$ cat config.mk
export PLATFORM = sky130hd
export DESIGN_NAME = hamming_similarity_scan_top
export DESIGN_NICKNAME = d
export VERILOG_FILES = /design/src/hdl/hss_pkg.sv /design/src/hdl/hss_regs.sv /design/src/hdl/hss_distance.sv /design/src/hdl/hamming_similarity_scan_top.sv
export SDC_FILE = /design/constraint.sdc
export NUM_CORES = 1
export LEC_CHECK = 0
export BUFFER_PORTS_ARGS = -buffer_cell sky130_fd_sc_hd__buf_2
export CAP_MARGIN = 30
export CORE_MARGIN = 2
export CORE_UTILIZATION = 62
export DETAILED_ROUTE_END_ITERATION = 6
export PLACE_DENSITY = 0.85
export SYNTH_ARGS = -nofsm -noshare
export SYNTH_HDL_FRONTEND = slang
export SYNTH_SLANG_ARGS = --single-unit
$ cat constraint.sdc
create_clock -name clk_i -period 17.6 [get_ports clk_i]
set_input_delay 2.64 -clock clk_i [delete_from_list [all_inputs] [get_ports clk_i]]
set_output_delay 2.64 -clock clk_i [all_outputs]
set_load 0.005 [all_outputs]
$ cat src/hdl/hss_pkg.sv
package hss_pkg;

  localparam int unsigned HalfW  = 64;
  localparam int unsigned DistW  = 8;
  localparam int unsigned CountW = 32;
  localparam int unsigned DataW  = 64;
  localparam int unsigned AddrW  = 5;
  localparam int unsigned RegIdxW = 2;

  localparam logic [RegIdxW-1:0] REG_QUERY_LOW      = 2'd0;
  localparam logic [RegIdxW-1:0] REG_QUERY_HIGH     = 2'd1;
  localparam logic [RegIdxW-1:0] REG_DISTANCE_LIMIT = 2'd2;
  localparam logic [RegIdxW-1:0] REG_RESULT_LIMIT   = 2'd3;

  localparam logic [CountW-1:0] IndexMax = {CountW{1'b1}};

  typedef struct packed {
    logic [HalfW-1:0]  query_low;
    logic [HalfW-1:0]  query_high;
    logic [DistW-1:0]  distance_limit;
    logic [CountW-1:0] result_limit;
  } cfg_t;

endpackage

$ cat src/hdl/hss_regs.sv
module hss_regs (
  input  logic                      clk_i,
  input  logic                      rst_ni,
  input  logic                      psel,
  input  logic                      penable,
  input  logic                      pwrite,
  input  logic [hss_pkg::AddrW-1:0] paddr,
  input  logic [hss_pkg::DataW-1:0] pwdata,
  output logic [hss_pkg::DataW-1:0] prdata,
  output logic                      pready,
  output hss_pkg::cfg_t             cfg_o
);
  import hss_pkg::*;

  cfg_t               cfg_q;
  logic [RegIdxW-1:0] reg_idx;
  logic               wr_en;

  assign reg_idx = paddr[AddrW-1:3];
  assign wr_en   = psel && penable && pwrite;
  assign pready  = 1'b1;
  assign cfg_o   = cfg_q;

  always_ff @(posedge clk_i or negedge rst_ni) begin
    if (!rst_ni) begin
      cfg_q.query_low      <= '0;
      cfg_q.query_high     <= '0;
      cfg_q.distance_limit <= '0;
      cfg_q.result_limit   <= {CountW{1'b1}};
    end else if (wr_en) begin
      unique case (reg_idx)
        REG_QUERY_LOW:      cfg_q.query_low      <= pwdata;
        REG_QUERY_HIGH:     cfg_q.query_high     <= pwdata;
        REG_DISTANCE_LIMIT: cfg_q.distance_limit <= pwdata[DistW-1:0];
        REG_RESULT_LIMIT:   cfg_q.result_limit   <= pwdata[CountW-1:0];
        default: ;
      endcase
    end
  end

  always_comb begin
    unique case (reg_idx)
      REG_QUERY_LOW:      prdata = cfg_q.query_low;
      REG_QUERY_HIGH:     prdata = cfg_q.query_high;
      REG_DISTANCE_LIMIT: prdata = {{(DataW-DistW){1'b0}}, cfg_q.distance_limit};
      REG_RESULT_LIMIT:   prdata = {{(DataW-CountW){1'b0}}, cfg_q.result_limit};
      default:            prdata = '0;
    endcase
  end

endmodule

$ cat src/hdl/hss_distance.sv
module hss_distance (
  input  logic [hss_pkg::HalfW-1:0] code_low_i,
  input  logic [hss_pkg::HalfW-1:0] code_high_i,
  input  logic [hss_pkg::HalfW-1:0] query_low_i,
  input  logic [hss_pkg::HalfW-1:0] query_high_i,
  output logic [hss_pkg::DistW-1:0] distance_o
);
  import hss_pkg::*;

  logic [2*HalfW-1:0] diff;
  logic [1:0] s1 [64];
  logic [2:0] s2 [32];
  logic [3:0] s3 [16];
  logic [4:0] s4 [8];
  logic [5:0] s5 [4];
  logic [6:0] s6 [2];

  assign diff = {code_high_i ^ query_high_i, code_low_i ^ query_low_i};

  // adder tree, one level per loop
  always_comb begin
    for (int i = 0; i < 64; i++) begin
      s1[i] = {1'b0, diff[2*i]} + {1'b0, diff[2*i+1]};
    end
    for (int i = 0; i < 32; i++) begin
      s2[i] = {1'b0, s1[2*i]} + {1'b0, s1[2*i+1]};
    end
    for (int i = 0; i < 16; i++) begin
      s3[i] = {1'b0, s2[2*i]} + {1'b0, s2[2*i+1]};
    end
    for (int i = 0; i < 8; i++) begin
      s4[i] = {1'b0, s3[2*i]} + {1'b0, s3[2*i+1]};
    end
    for (int i = 0; i < 4; i++) begin
      s5[i] = {1'b0, s4[2*i]} + {1'b0, s4[2*i+1]};
    end
    for (int i = 0; i < 2; i++) begin
      s6[i] = {1'b0, s5[2*i]} + {1'b0, s5[2*i+1]};
    end
    distance_o = {1'b0, s6[0]} + {1'b0, s6[1]};
  end

endmodule

$ cat src/hdl/hamming_similarity_scan_top.sv
// Pipeline: input register, popcount and compare, result register.
// One word per cycle while out_ready_i does not stall the result register.
// The input side keeps accepting while a result waits, until both registers are full.
// Reset (rst_ni low, asynchronous): pipeline empty, record index and match count zero,
// query and distance limit zero, result limit all ones.
module hamming_similarity_scan_top (
  input  logic                       clk_i,
  input  logic                       rst_ni,
  input  logic                       psel,
  input  logic                       penable,
  input  logic                       pwrite,
  input  logic [hss_pkg::AddrW-1:0]  paddr,
  input  logic [hss_pkg::DataW-1:0]  pwdata,
  output logic [hss_pkg::DataW-1:0]  prdata,
  output logic                       pready,
  input  logic                       in_valid_i,
  output logic                       in_ready_o,
  input  logic [hss_pkg::HalfW-1:0]  code_low_i,
  input  logic [hss_pkg::HalfW-1:0]  code_high_i,
  input  logic                       last_record_i,
  output logic                       out_valid_o,
  input  logic                       out_ready_i,
  output logic                       is_match_o,
  output logic [hss_pkg::CountW-1:0] record_index_o,
  output logic [hss_pkg::DistW-1:0]  distance_o,
  output logic [hss_pkg::CountW-1:0] match_count_o,
  output logic                       scan_done_o
);
  import hss_pkg::*;

  cfg_t cfg;

  logic              in_valid_q;
  logic [HalfW-1:0]  code_low_q;
  logic [HalfW-1:0]  code_high_q;
  logic              last_q;

  logic              out_valid_q;
  logic              match_q;
  logic [CountW-1:0] index_q;
  logic [DistW-1:0]  dist_q;
  logic [CountW-1:0] count_q;
  logic              done_q;

  logic [CountW-1:0] next_index_q, next_index_d;
  logic [CountW-1:0] found_count_q, found_count_d;

  logic [DistW-1:0]  hdist;
  logic              match;
  logic [CountW-1:0] count_inc;
  logic              advance;
  logic              fire;

  hss_regs u_regs (
    .clk_i   (clk_i),
    .rst_ni  (rst_ni),
    .psel    (psel),
    .penable (penable),
    .pwrite  (pwrite),
    .paddr   (paddr),
    .pwdata  (pwdata),
    .prdata  (prdata),
    .pready  (pready),
    .cfg_o   (cfg)
  );

  hss_distance u_distance (
    .code_low_i   (code_low_q),
    .code_high_i  (code_high_q),
    .query_low_i  (cfg.query_low),
    .query_high_i (cfg.query_high),
    .distance_o   (hdist)
  );

  assign advance    = !out_valid_q || out_ready_i;
  assign in_ready_o = !in_valid_q || advance;
  assign fire       = in_valid_q && advance;

  assign match     = (hdist <= cfg.distance_limit) && (found_count_q < cfg.result_limit);
  assign count_inc = match ? found_count_q + 1'b1 : found_count_q;

  always_comb begin
    next_index_d  = next_index_q;
    found_count_d = found_count_q;
    if (fire) begin
      if (last_q) begin
        next_index_d  = '0;
        found_count_d = '0;
      end else begin
        found_count_d = count_inc;
        if (next_index_q != IndexMax) begin
          next_index_d = next_index_q + 1'b1;
        end
      end
    end
  end

  always_ff @(posedge clk_i or negedge rst_ni) begin
    if (!rst_ni) begin
      in_valid_q    <= 1'b0;
      out_valid_q   <= 1'b0;
      next_index_q  <= '0;
      found_count_q <= '0;
    end else begin
      if (in_ready_o) begin
        in_valid_q <= in_valid_i;
      end
      if (advance) begin
        out_valid_q <= in_valid_q;
      end
      next_index_q  <= next_index_d;
      found_count_q <= found_count_d;
    end
  end

  always_ff @(posedge clk_i) begin
    if (in_valid_i && in_ready_o) begin
      code_low_q  <= code_low_i;
      code_high_q <= code_high_i;
      last_q      <= last_record_i;
    end
    if (fire) begin
      match_q <= match;
      index_q <= next_index_q;
      dist_q  <= hdist;
      count_q <= count_inc;
      done_q  <= last_q;
    end
  end

  assign out_valid_o    = out_valid_q;
  assign is_match_o     = match_q;
  assign record_index_o = index_q;
  assign distance_o     = dist_q;
  assign match_count_o  = count_q;
  assign scan_done_o    = done_q;

endmodule

---- Word level (Yosys, flattened, before mapping) ----
Index checks and enable logic that the tools add are counted.
storage, ports and cells
  bits in registers ....................... 437
  latch bits .............................. 0
  bits in writable memories ............... 0
  ROM bits ................................ 0
  output and inout port bits .............. 141
  logic and storage cells ................. 174
  memories ................................ 0
cells by class
  add/subtract/negate cells ............... 129
  multiply operators ...................... 0
  divide/modulo/power cells ............... 0
  magnitude comparators ................... 2
  eq/ne operators ......................... 4
  shift operators ......................... 0
  muxes and demuxes ....................... 5
  bitwise gates (word level) .............. 2
  reduce and logical (&&, ||, !) cells .... 16
operators by type and width
  operator                                        number
  case mux 64 bit (4 select lines)                1
  adder 1 x 1 -> 2 bit                            64
  2-to-1 mux 32 bit                               4
  XOR 64 bit                                      2
  adder 2 x 2 -> 3 bit                            32
  adder 3 x 3 -> 4 bit                            16
  adder 32 x 1 -> 32 bit (second input constant)  2
  adder 4 x 4 -> 5 bit                            8
  < comparator 32 bit                             1
  != test 32 bit (second input constant)          1
  adder 5 x 5 -> 6 bit                            4
  adder 6 x 6 -> 7 bit                            2
  AND reduction 2 bit                             5
  adder 7 x 7 -> 8 bit                            1
  less-or-equal comparator 8 bit                  1
  logical AND 1 bit                               5
  == test 2 bit (second input constant)           2
  == test 2 x 1 -> 1 bit (second input constant)  1
  logical NOT 1 bit                               2
  logical NOT 2 bit                               1
  logical OR 1 bit                                2
  nonzero test 2 bit                              1

---- Logic depth before layout (Yosys ltp) ----
Gate-level depths: netlist of the first run.
  word-level depth ........................ 12
  depth in mapped cells ................... 40

---- By module ----
From an unflattened synthesis of the first run, not the netlist that was laid out.
unflattened totals
  cell total of the unflattened synthesis .. 1,784
  area total of the unflattened synthesis .. 23,470.0 µm²
modules (own cells, without submodules)
  module                       times used  cells each  area each (µm²)  sequential area each (µm²)
  hamming_similarity_scan_top  1           853         11,419.7         7,747.4
  hss_regs                     1           525         7,729.9          4,244.1
  hss_distance                 1           406         4,320.4          0.0

---- Worst setup path before layout of the first run ----
OpenSTA, ideal clock, no wires.
  path kind ............................... reg-to-reg
  start point ............................. register code_high_q[19]
  end point ............................... register count_q[13], in the netlist match_count_o[13], data pin
  arrival time ............................ 8.988 ns
  required time ........................... 17.337 ns
  setup slack ............................. 8.349 ns
  cell stages (with the launch flop) ...... 38
  clock period less this slack ............ 9.251 ns
  path through ............................ edfxtp_1 > xor2_1 > fa_1 > inv_1 > fa_1 > fa_1 > inv_1 > fa_1 > fa_1 > inv_1 > fa_1 > inv_1 > fa_1 > fa_1 > fa_1 > inv_1 > fa_1 > inv_1 > [... 2 more ...] > a21oi_1 > o21bai_1 > a21oi_1 > nor2b_1 > o21ai_0 > nand2b_1 > ha_1 > nand4_1 > or2_1 > a2111oi_2 > nand3b_1 > a21o_1 > buf_6 > inv_2 > buf_6 > buf_4 > nand2_1 > xnor2_1
on the way
  cells in the longest elaborated chain, start to end .. 11
ends and longest elaborated chain
  item                            line                                text
  start: declaration              hamming_similarity_scan_top.sv:35   logic [HalfW-1:0] code_high_q;
  start signal: assignment        hamming_similarity_scan_top.sv:119  code_high_q <= code_high_i;
  XOR 64 bit                      hss_distance.sv:18                  assign diff = {code_high_i ^ query_high_i, code_low_i ^ query_low_i};
  adder 1 x 1 -> 2 bit            hss_distance.sv:23                  s1[i] = {1'b0, diff[2*i]} + {1'b0, diff[2*i+1]};
  adder 2 x 2 -> 3 bit            hss_distance.sv:26                  s2[i] = {1'b0, s1[2*i]} + {1'b0, s1[2*i+1]};
  adder 3 x 3 -> 4 bit            hss_distance.sv:29                  s3[i] = {1'b0, s2[2*i]} + {1'b0, s2[2*i+1]};
  adder 4 x 4 -> 5 bit            hss_distance.sv:32                  s4[i] = {1'b0, s3[2*i]} + {1'b0, s3[2*i+1]};
  adder 5 x 5 -> 6 bit            hss_distance.sv:35                  s5[i] = {1'b0, s4[2*i]} + {1'b0, s4[2*i+1]};
  adder 6 x 6 -> 7 bit            hss_distance.sv:38                  s6[i] = {1'b0, s5[2*i]} + {1'b0, s5[2*i+1]};
  adder 7 x 7 -> 8 bit            hss_distance.sv:40                  distance_o = {1'b0, s6[0]} + {1'b0, s6[1]};
  net hdist[7]                    hamming_similarity_scan_top.sv:48   logic [DistW-1:0] hdist;
  less-or-equal comparator 8 bit  hamming_similarity_scan_top.sv:79   assign match = (hdist <= cfg.distance_limit) && (found_count_q < cfg.result_limit);
  logical AND 1 bit               hamming_similarity_scan_top.sv:79
  net match                       hamming_similarity_scan_top.sv:49   logic match;
  2-to-1 mux 32 bit               hamming_similarity_scan_top.sv:80   assign count_inc = match ? found_count_q + 1'b1 : found_count_q;
  net count_inc[13]               hamming_similarity_scan_top.sv:50   logic [CountW-1:0] count_inc;
  end signal: assignment          hamming_similarity_scan_top.sv:126  count_q <= count_inc;
  end: declaration                hamming_similarity_scan_top.sv:42   logic [CountW-1:0] count_q;
The timed path passes the listed nets, and every way through them passes these cells.
A chain may end at the register's enable or synchronous reset.

---- Worst setup path in the final report of the first run ----
  start point ............................. register code_high_q[19]
  end point ............................... register count_q[28], in the netlist match_count_o[28], data pin
on the way
  cells in the longest elaborated chain, start to end .. 11
ends and longest elaborated chain
  item                            line
  XOR 64 bit                      hss_distance.sv:18
  adder 1 x 1 -> 2 bit            hss_distance.sv:23
  adder 2 x 2 -> 3 bit            hss_distance.sv:26
  adder 3 x 3 -> 4 bit            hss_distance.sv:29
  adder 4 x 4 -> 5 bit            hss_distance.sv:32
  adder 5 x 5 -> 6 bit            hss_distance.sv:35
  adder 6 x 6 -> 7 bit            hss_distance.sv:38
  adder 7 x 7 -> 8 bit            hss_distance.sv:40
  net hdist[7]                    hamming_similarity_scan_top.sv:48
  less-or-equal comparator 8 bit  hamming_similarity_scan_top.sv:79
  logical AND 1 bit               hamming_similarity_scan_top.sv:79
  2-to-1 mux 32 bit               hamming_similarity_scan_top.sv:80
  net count_inc[28]               hamming_similarity_scan_top.sv:50
The timed path passes the listed nets, and every way through them passes these cells.

==> impl_metrics.yaml, run 1 <==
worst_setup_path:
  cpLargestDelayFamily: "adder cells"
  critPathRequiredTime_ps: 17910
  cpPeakStageDelay_ps: 610
  worstSetupStartpointType: "flop"
  path_class: "flop to flop"
  setup.worst_path.end_class: "flop"
  reg2reg_from: "code_high_q[19]$_DFFE_PP_"
  cp_max_fo: 37
  cp_num_buf_inv: 8
  cp-startpoint: "code_high_q[19]$_DFFE_PP_"
  worstPathArrival_ps: 10700
  crit_top_cell: "fa_1"
  critPathSlowestCell: "fa_1"
clock_network:
  holdBufCountCts: 0
  cts-resized-gates: 0
  clock_sinks: 437
  cts_tree: "yes"
  numCtsBuffers: 45
  insertion_delay_ps: 580
  htree_levels: 2
  cts_setup_buffers: 0
  cts.reportedPaths.clkPinSlew_ps: 60
  root_buffer: "clkbuf_16"
  cts.path.max_buffers: 3
layout:
  area_growth_pct: 16.32
  drive_gt1_frac: 0.3107
  fillers: 2425
  final_nets: 2515
  stdcell_count: 2645
sta:
  period_share: 0.5903
  fmax_mhz: 96.25
  tns_ps: 0
  worst_pin_slew_ps: 997.3
  period_needed_ps: 10390
  final_hold_viol_count: 0
  setup_viol: 0
  slew_headroom: 0.3352
  rsz0062_at_grt: "no"
  finClkSkew_ps: 22.68
  drv_slew: 0
route:
  drt_iter0_markers: 969
  dr.pass1.iters: 6
  wl_per_cell_um: 22.06
  wirelength_um: 58340
  viasPerCell: 5.820
  remaining_drc_errors: 0
  postRouteAntennaNets: 0
  dr_total_vias: 15395
placement:
  dpl.hpwl_um: 42110
  placedCellCount: 2546
  portBuffers: 341
  routabilityCongestion: 0.8874
floorplanning:
  core_area_mm2: 0.03679
  fp.dieW_um: 197.5
  start_util: 0.6312
  ios: 346
  die_h_um: 197.5
  rows: 70
  die_area_mm2: 0.03901
logic_synthesis:
  syn_area_mm2: 0.02322
  synth_cells: 1789
  synth_edf_count: 203
  syn_nets: 2175
  synth_ff_type: "edfxtp_1"
  ys_ff_latch: 437
  async_flop_share: 0.5355
  synth_cell_types: 68
  seq_area_frac_synth: 0.5165
  syn_area_per_cell_um2: 12.98
  ys_warn_count: 0
global_routing:
  grt_pass1_wl_um: 89340
  grt_max_degree: 97
  grt_pass1_vias: 15941
  grt_usage: 0.3059
  gr-total-overflow: 0
  antenna_found_initial: 15
min_path:
  hold_start: "next_index_q[18]$_DFFE_PN0P_"
  hold_class: "flop to flop"
run_status:
  outcome: "complete, no violations"
run:
  max-cap-violations: 0
## metrics by stage
| step | hold WS (ps) | util | worst slack, ps | instance area (um2) |
|---|---|---|---|---|
| global route | 526.6 | 0.7338 | 6701 | 26990 |
| floorplan | 448.1 | - | 8349 | 23220 |
| global placement | 472.9 | 0.6894 | 7371 | 25360 |
| detailed placement | 478.3 | 0.6909 | 7182 | 25410 |
| finish | 501.7 | 0.7342 | 7211 | 27010 |
| CTS | 492.7 | 0.7304 | 7162 | 26870 |
## kinds of logic after synthesis
logic type / count (synthesis) / share of synthesized area
AOI/OAI and AO/OA: 162 / 0.04731
xor gates and xnor gates: 186 / 0.07016
adders and majority gates: 181 / 0.1347
buffers and inverters: 250 / 0.04236
DFF: 437 / 0.5165
muxes: 231 / 0.1139
other: 1 / 0.0001615
and+or+nand+nor: 341 / 0.07496
## cell usage in the layout, fill, tap and decap left out, types with 47 or more instances in the layout
master       n
buf_2      338
edfxtp_1   203
dfrtp_1    202
mux2_2     185
inv_1      177
xnor2_1    127
fa_1       115
nor2_1      97
nand2_1     69
ha_1        66
xor2_1      59
clkbuf_16   47
## registers in the layout, summed over array words and instances (netlist names), 8 cells and up
register	flops
code_high_q	64
match_count_o	32
u_regs.cfg_o	168
found_count_q	32
record_index_o	32
distance_o	8
next_index_q	32
code_low_q	64
## path summary, 6_finish.rpt
check	to	slack (ps)	cells after the start
setup reg to reg	match_count_o[28]$_DFFE_PP_	7210	35
hold / removal	record_index_o[18]$_DFFE_PP_	500	0
max in group asynchronous	u_regs.cfg_o[0]$_DFFE_PN1P_	14390	3
hold reg to reg	record_index_o[18]$_DFFE_PP_	500	0
min in group asynchronous	next_index_q[20]$_DFFE_PN0P_	2070	1
setup / recovery	match_count_o[28]$_DFFE_PP_	7210	35
## final cells by class
cell class,instances,area [um2],area share
clock buffer,71,1316,0.04874
tap,468,585.6,0.02168
antenna,11,27.53,0.001019
clock inverter,13,140.1,0.005189
timing repair buffer,363,2007,0.07431
sequential,437,11990,0.4440
multi-input combinational,1102,10260,0.3800
inverter,180,675.6,0.02502
## cell usage after synthesis, types with 4 or more instances
master | count | area share
or3b_2 | 4 | 0.0015
and4_1 | 7 | 0.0026
a22o_1 | 25 | 0.0094
buf_2 | 6 | 0.0013
a211oi_1 | 4 | 0.0013
nand2_1 | 69 | 0.011
o21ai_0 | 37 | 0.0080
o21ai_1 | 9 | 0.0019
a22oi_1 | 9 | 0.0029
nor3_1 | 19 | 0.0041
o311ai_1 | 5 | 0.0019
mux2_2 | 185 | 0.090
edfxtp_1 | 203 | 0.26
buf_1 | 11 | 0.0018
inv_1 | 178 | 0.029
o21bai_1 | 4 | 0.0013
or3_1 | 14 | 0.0038
a21o_1 | 6 | 0.0019
a21oi_1 | 28 | 0.0060
clkbuf_1 | 47 | 0.0076
fa_1 | 115 | 0.099
nor2b_1 | 18 | 0.0049
nand3b_1 | 8 | 0.0026
mux4_2 | 8 | 0.0078
buf_6 | 4 | 0.0019
nand4_1 | 18 | 0.0049
dfstp_2 | 32 | 0.036
xnor2_1 | 127 | 0.048
ha_1 | 66 | 0.036
xor2_1 | 59 | 0.022
and3_1 | 11 | 0.0030
nand2b_1 | 9 | 0.0024
mux2i_1 | 38 | 0.016
nor3b_1 | 4 | 0.0013
nand3_1 | 40 | 0.0086
o211ai_1 | 12 | 0.0039
nor2_1 | 98 | 0.016
dfrtp_1 | 202 | 0.22
## per-layer routing
layer | wire, um | global-route usage | up-vias
met1 | 22910 | 0.3925 | 7734
li1 | - | - | 6877
met5 | 92 | 0 | -
met4 | 2254 | 0.1236 | 14
met3 | 3908 | 0.05873 | 141
met2 | 29180 | 0.5162 | 629
Power of run 1 is left out: the tool's default activity adds up to more than one toggle a clock period on the data nets, which glitch-free logic cannot reach.
==> inputs of run 2 (changes only) <==
ABC_AREA = 1   (was unset)
CORE_UTILIZATION = 58   (was 62)
PLACE_DENSITY = 0.8   (was 0.85)
clock period = 10.1 ns   (was 17.6 ns; I/O delays follow)
==> run 2 against run 1 <==
  * Register-to-register slack worse by 6800 ps
  * Area after synthesis up 0.47%
  * Sequential share of layout area shrank 0.092 points
  * First-iteration DRC count rose by 44%
  * Fmax increased by 7.2%
  * Design area increased by 0.21%
  * Critical endpoint is now match_count_o[31]$_DFFE_PP_
==> impl_metrics.yaml, run 2 <==
min_path:
  hold_class: "flop to flop"
  hold_end: "record_index_o[16]$_DFFE_PP_"
  hold_start: "next_index_q[16]$_DFFE_PN0P_"
  whs_path_depth: 0
layout:
  largest_reg_flops: 168
  fin_area_mm2: 0.02706
  final_util: 0.6812
  drive_gt1_frac: 0.1987
  fillers: 3041
  final_common_cell: "nand2_1"
  layout_common_cells: "nand2_1, inv_1, buf_2, edfxtp_1, dfrtp_1"
  final_nets: 3014
  area_growth_pct: 16.02
sta:
  fin_hold_ws_ps: 467.1
  period_needed_ps: 9690
  final_hold_viol_count: 0
  worst_pin_slew_ps: 959.9
  setup_viol: 0
  fmax_mhz: 103.2
  finClkSkew_ps: 20.59
  slew_headroom: 0.3600
  drv_slew: 0
  period_share: 0.9594
  tns_ps: 0
  rsz0062_at_grt: "no"
placement:
  dpl.hpwl_um: 45850
  routabilityCongestion: 0.9281
  placed_cell_area_mm2: 0.02552
  portBuffers: 341
global_routing:
  gr-total-overflow: 0
  grt_pass1_vias: 17472
  grt_max_degree: 120
  grt_pass1_wl_um: 96550
  antenna_found_initial: 13
  grt_usage: 0.3054
worst_setup_path:
  cpPeakStageDelay_ps: 560
  r2r_setup_slack_ps: 410
  reg2reg_from: "u_regs.cfg_o[49]$_DFFE_PN0P_"
  cpLargestDelayFamily: "adder cells"
  rr_endpoint: "match_count_o[31]$_DFFE_PP_"
  setup.worst_path.end_class: "flop"
  reg2reg_depth: 34
  path_class: "flop to flop"
  worstSetupStartpointType: "flop"
  critPathSlowestCell: "fa_1"
  critPathRequiredTime_ps: 10410
  worstPathArrival_ps: 10000
  crit_top_cell: "fa_1"
  cp_max_fo: 30
  cp_num_buf_inv: 7
logic_synthesis:
  syn_area_mm2: 0.02333
  ys_warn_count: 0
  async_flop_share: 0.5355
  synth_cell_types: 46
  syn_nets: 2677
  synth_cells: 2291
  synth_edf_count: 203
  syn_area_per_cell_um2: 10.18
  synth_area_leaders: "edfxtp_1, dfrtp_1, fa_1"
  yosysTopAreaCell: "edfxtp_1"
  yosysMostFrequentCell: "nand2_1"
  synth_common_cells: "nand2_1, inv_1, edfxtp_1"
  seq_area_frac_synth: 0.5141
  ys_ff_latch: 437
  synth_ff_type: "edfxtp_1"
  yosysTopAreaCellShare: 0.2613
route:
  viasPerCell: 5.433
  dr.pass1.iters: 6
  dr_total_vias: 17384
  wirelength_um: 61950
  drt_iter0_markers: 1399
  postRouteAntennaNets: 0
  remaining_drc_errors: 0
  wl_per_cell_um: 19.36
floorplanning:
  core_area_mm2: 0.03973
  fp.dieW_um: 204.6
  ios: 346
  die_h_um: 204.6
  die_area_mm2: 0.04184
  start_util: 0.5871
  rows: 73
clock_network:
  cts_setup_buffers: 0
  insertion_delay_ps: 600
  cts_tree: "yes"
  htree_levels: 2
  holdBufCountCts: 0
  numCtsBuffers: 48
  clock_sinks: 437
  cts.path.max_buffers: 3
  cts-resized-gates: 0
  root_buffer: "clkbuf_16"
  cts.reportedPaths.clkPinSlew_ps: 60
run:
  max-cap-violations: 0
run_status:
  outcome: "complete, no violations"
-- run 2: cell types whose count changed after synthesis, sizes merged, moves of 10 or more --
cell | before | now
o21ai | 46 | 184
mux2 | 185 | 32
o211ai | 12 | 0
inv | 179 | 360
and3 | 11 | 1
nor2b | 18 | 0
o221ai | 1 | 24
a21oi | 28 | 43
xnor2 | 127 | 99
a22o | 25 | 0
mux2i | 38 | 0
nand4 | 19 | 46
or3 | 14 | 0
nand2 | 71 | 557
-- run 2: metrics by stage --
stage,setup WS (ps),std cells
2_1_floorplan,1468,2291
3_3_place_gp,710.0,3102
3_5_place_dp,539.5,3102
4_1_cts,486.1,3192
5_1_grt,28.63,3196
6_report,410.2,3200
-- run 2: area by class of cell --
type                            count  area [um2]  area share
Sequential cell                   437       11990      0.4431
Multi-Input combinational cell   1422        9674      0.3575
Timing Repair Buffer              359        1872     0.06916
Inverter                          360        1356     0.05012
Clock buffer                       61        1301     0.04808
Tap cell                          525       656.9     0.02427
Clock inverter                     29       193.9    0.007166
Antenna cell                        7       17.52   0.0006472
-- run 2: how the worst max path moves through the flow --
stage	startpoint	to	slack [ps]	cells past startpoint
floorplan	code_high_q[43]$_DFFE_PP_	match_count_o[15]$_DFFE_PP_	1470	36
global placement	u_regs.cfg_o[47]$_DFFE_PN0P_	match_count_o[31]$_DFFE_PP_	710	34
detailed placement	u_regs.cfg_o[47]$_DFFE_PN0P_	match_count_o[31]$_DFFE_PP_	540	34
CTS	u_regs.cfg_o[49]$_DFFE_PN0P_	match_count_o[31]$_DFFE_PP_	490	34
global route	u_regs.cfg_o[49]$_DFFE_PN0P_	match_count_o[31]$_DFFE_PP_	30	34
finish	u_regs.cfg_o[49]$_DFFE_PN0P_	match_count_o[31]$_DFFE_PP_	410	34
-- run 2: logic make-up (layout without fill, tap and decap cells) --
family	count (synthesis)	after routing	synth area share
mux	32	32	0.01545
compound gates	277	277	0.06635
xor+xnor	150	150	0.05632
fa+ha+maj	181	181	0.1341
flops	437	437	0.5141
buf+inv	432	809	0.07230
simple gates	781	781	0.1413
other cells	1	8	0.0001608
-- run 2: metal layers --
| metal | vias to the layer above | share of wire | track usage |
|---|---|---|---|
| met1 | 8368 | 0.39 | 0.4024 |
| met3 | 172 | 0.076 | 0.06045 |
| met2 | 767 | 0.49 | 0.5001 |
| li1 | 8061 | - | - |
| met4 | 16 | 0.042 | 0.1224 |
| met5 | - | 0.0018 | 0 |
Power of run 2 is left out for the same reason.
==> inputs of run 3 (changes only) <==
PLACE_DENSITY = 0.81   (was 0.8)
SYNTH_HIERARCHICAL = 1   (was unset)
==> run 3 against run 2 <==
  * Utilization is 0.16 points lower
  * Sequential share of layout area is 1.1 points lower
  * Cell count grew 7.8%
  * Largest cell class unchanged
  * Count of clock-buffer cells in the layout increased by 2
  * Sequential cell count is the same
  * Setup slack better by 250 ps
  * Highest routed layer unchanged
  * Via count is 8.5% higher
  * Critical path depth up 2
  * First-iteration DRC count grew 14%
  * Design area increased by 2.5%
  * Routed wire length up 11%
==> impl_metrics.yaml, run 3 <==
run_status:
  outcome: "complete, no violations"
clock_network:
  clock_sinks: 437
  cts.path.max_buffers: 3
  root_buffer: "clkbuf_16"
  insertion_delay_ps: 590
  numCtsBuffers: 46
  cts_tree: "yes"
  holdBufCountCts: 0
  cts.reportedPaths.clkPinSlew_ps: 60
  cts_setup_buffers: 0
  htree_levels: 2
  cts-resized-gates: 0
floorplanning:
  die_area_mm2: 0.04297
  fp.dieW_um: 207.3
  start_util: 0.5870
  core_area_mm2: 0.04083
  die_h_um: 207.3
  rows: 74
  ios: 346
min_path:
  hold_start: "u_regs/cfg_o[21]$_DFFE_PN1P_"
  hold_class: "flop to flop"
logic_synthesis:
  syn_area_mm2: 0.02397
  ys_warn_count: 6
  synth_common_cells: "nand2_1, inv_1, edfxtp_1"
  synth_edf_count: 203
  syn_nets: 2925
  synth.mux.area_fraction: 0
  synth_cell_types: 48
  synth-simple-area-share: 0.2340
  synth_compound_area_frac: 0.01608
  yosysTopAreaCell: "edfxtp_1"
  synth_top_family_by_area: "simple AND/OR/NAND/NOR gates"
  synthAdderAreaFrac: 0.1305
  syn_area_per_cell_um2: 9.439
  yosysTopAreaCellShare: 0.2543
  synth_ff_type: "edfxtp_1"
  synth_area_leaders: "edfxtp_1, dfrtp_1, nand2_1"
  ys_ff_latch: 437
  synth_cells: 2539
  async_flop_share: 0.5355
  yosysMostFrequentCell: "nand2_1"
  seq_area_frac_synth: 0.5003
  synthXorXnorAreaFrac: 0.05847
global_routing:
  grt_max_degree: 92
  antenna_found_initial: 14
  grt_pass1_wl_um: 106800
  grt_pass1_vias: 18877
  grt_usage: 0.3220
  gr-total-overflow: 0
run:
  max-cap-violations: 0
worst_setup_path:
  worstPathArrival_ps: 9760
  cpLargestDelayFamily: "adder cells"
  setup.worst_path.end_class: "flop"
  cpPeakStageDelay_ps: 610
  critPathRequiredTime_ps: 10420
  reg2reg_from: "u_regs/cfg_o[47]$_DFFE_PN0P_"
  cp_max_fo: 13
  crit_top_cell: "fa_1"
  cp-startpoint: "u_regs/cfg_o[47]$_DFFE_PN0P_"
  critPathSlowestCell: "fa_1"
  cp_num_buf_inv: 8
  path_class: "flop to flop"
  worstSetupStartpointType: "flop"
sta:
  period_share: 0.9342
  setup_viol: 0
  finClkSkew_ps: 17.31
  final_hold_viol_count: 0
  drv_slew: 0
  fmax_mhz: 106.0
  period_needed_ps: 9436
  worst_pin_slew_ps: 942.5
  rsz0062_at_grt: "no"
  fin_hold_ws_ps: 468.6
  slew_headroom: 0.3716
  tns_ps: 0
route:
  dr.pass1.iters: 5
  wl_per_cell_um: 19.88
  remaining_drc_errors: 0
  dr_total_vias: 18853
  postRouteAntennaNets: 0
  wirelength_um: 68570
  viasPerCell: 5.466
  drt_iter0_markers: 1596
layout:
  largest_reg_flops: 168
  final_nets: 3257
  final_common_cell: "nand2_1"
  drive_gt1_frac: 0.1788
  area_growth_pct: 15.77
  stdcell_count: 3449
  layout_common_cells: "nand2_1, buf_2, inv_1, edfxtp_1, dfrtp_1"
placement:
  dpl.hpwl_um: 48960
  portBuffers: 341
  placedCellCount: 3351
  routabilityCongestion: 0.9425
run 3: through the flow:
stage               utilization  area, um2  setup WS, ps
floorplan                     -      23970          1689
global placement         0.6379      26050         763.3
detailed placement       0.6379      26050         728.5
CTS                      0.6763      27620         676.2
global route             0.6792      27730         291.0
finish                   0.6795      27750         664.3
run 3: cells by family after synthesis:
logic type / Yosys count
AND/OR/NAND/NOR: 1350
flip-flops: 437
buffers and inverters: 343
adder cells (fa/ha/maj): 181
XOR/XNOR: 160
AO/OA/AOI/OAI: 67
other: 1
run 3: path summary, 6_finish.rpt:
kind	depth (start not counted)	slack (ps)	endpoint
worst max-delay path	36	660	match_count_o[24]$_DFFE_PP_
worst min-delay path	2	470	u_regs/cfg_o[21]$_DFFE_PN1P_
worst max register to register	36	660	match_count_o[24]$_DFFE_PP_
worst min register to register	2	470	u_regs/cfg_o[21]$_DFFE_PN1P_
max in group asynchronous	3	7820	u_regs/cfg_o[21]$_DFFE_PN1P_
min in group asynchronous	1	920	found_count_q[1]$_DFFE_PN0P_
run 3: layout make-up:
cell class              count  area [um2]
diodes                      8       20.02
inverters                 264       996.0
clock buffers              63        1339
flip-flops and latches    437       11990
well taps                 532       665.6
clock inverters            23       231.5
repair buffers            363        1962
multi-input cells        1759       10540
fillers                  3067       13090
run 3: layer usage:
metal,wire length (um),global-route usage,vias to the layer above,share of wire
met3,5666,0.06324,178,0.083
met4,2838,0.1330,16,0.041
met2,33210,0.5289,860,0.48
li1,-,-,8677,-
met5,94,0,-,0.0014
met1,26760,0.4226,9122,0.39
run 3: worst min-delay path, delay by kind of cell (launching register included):
family / cells / cell delay [ps]
and+or+nand+nor: 2 / 90
DFF: 1 / 370
Power of run 3 is left out for the same reason.
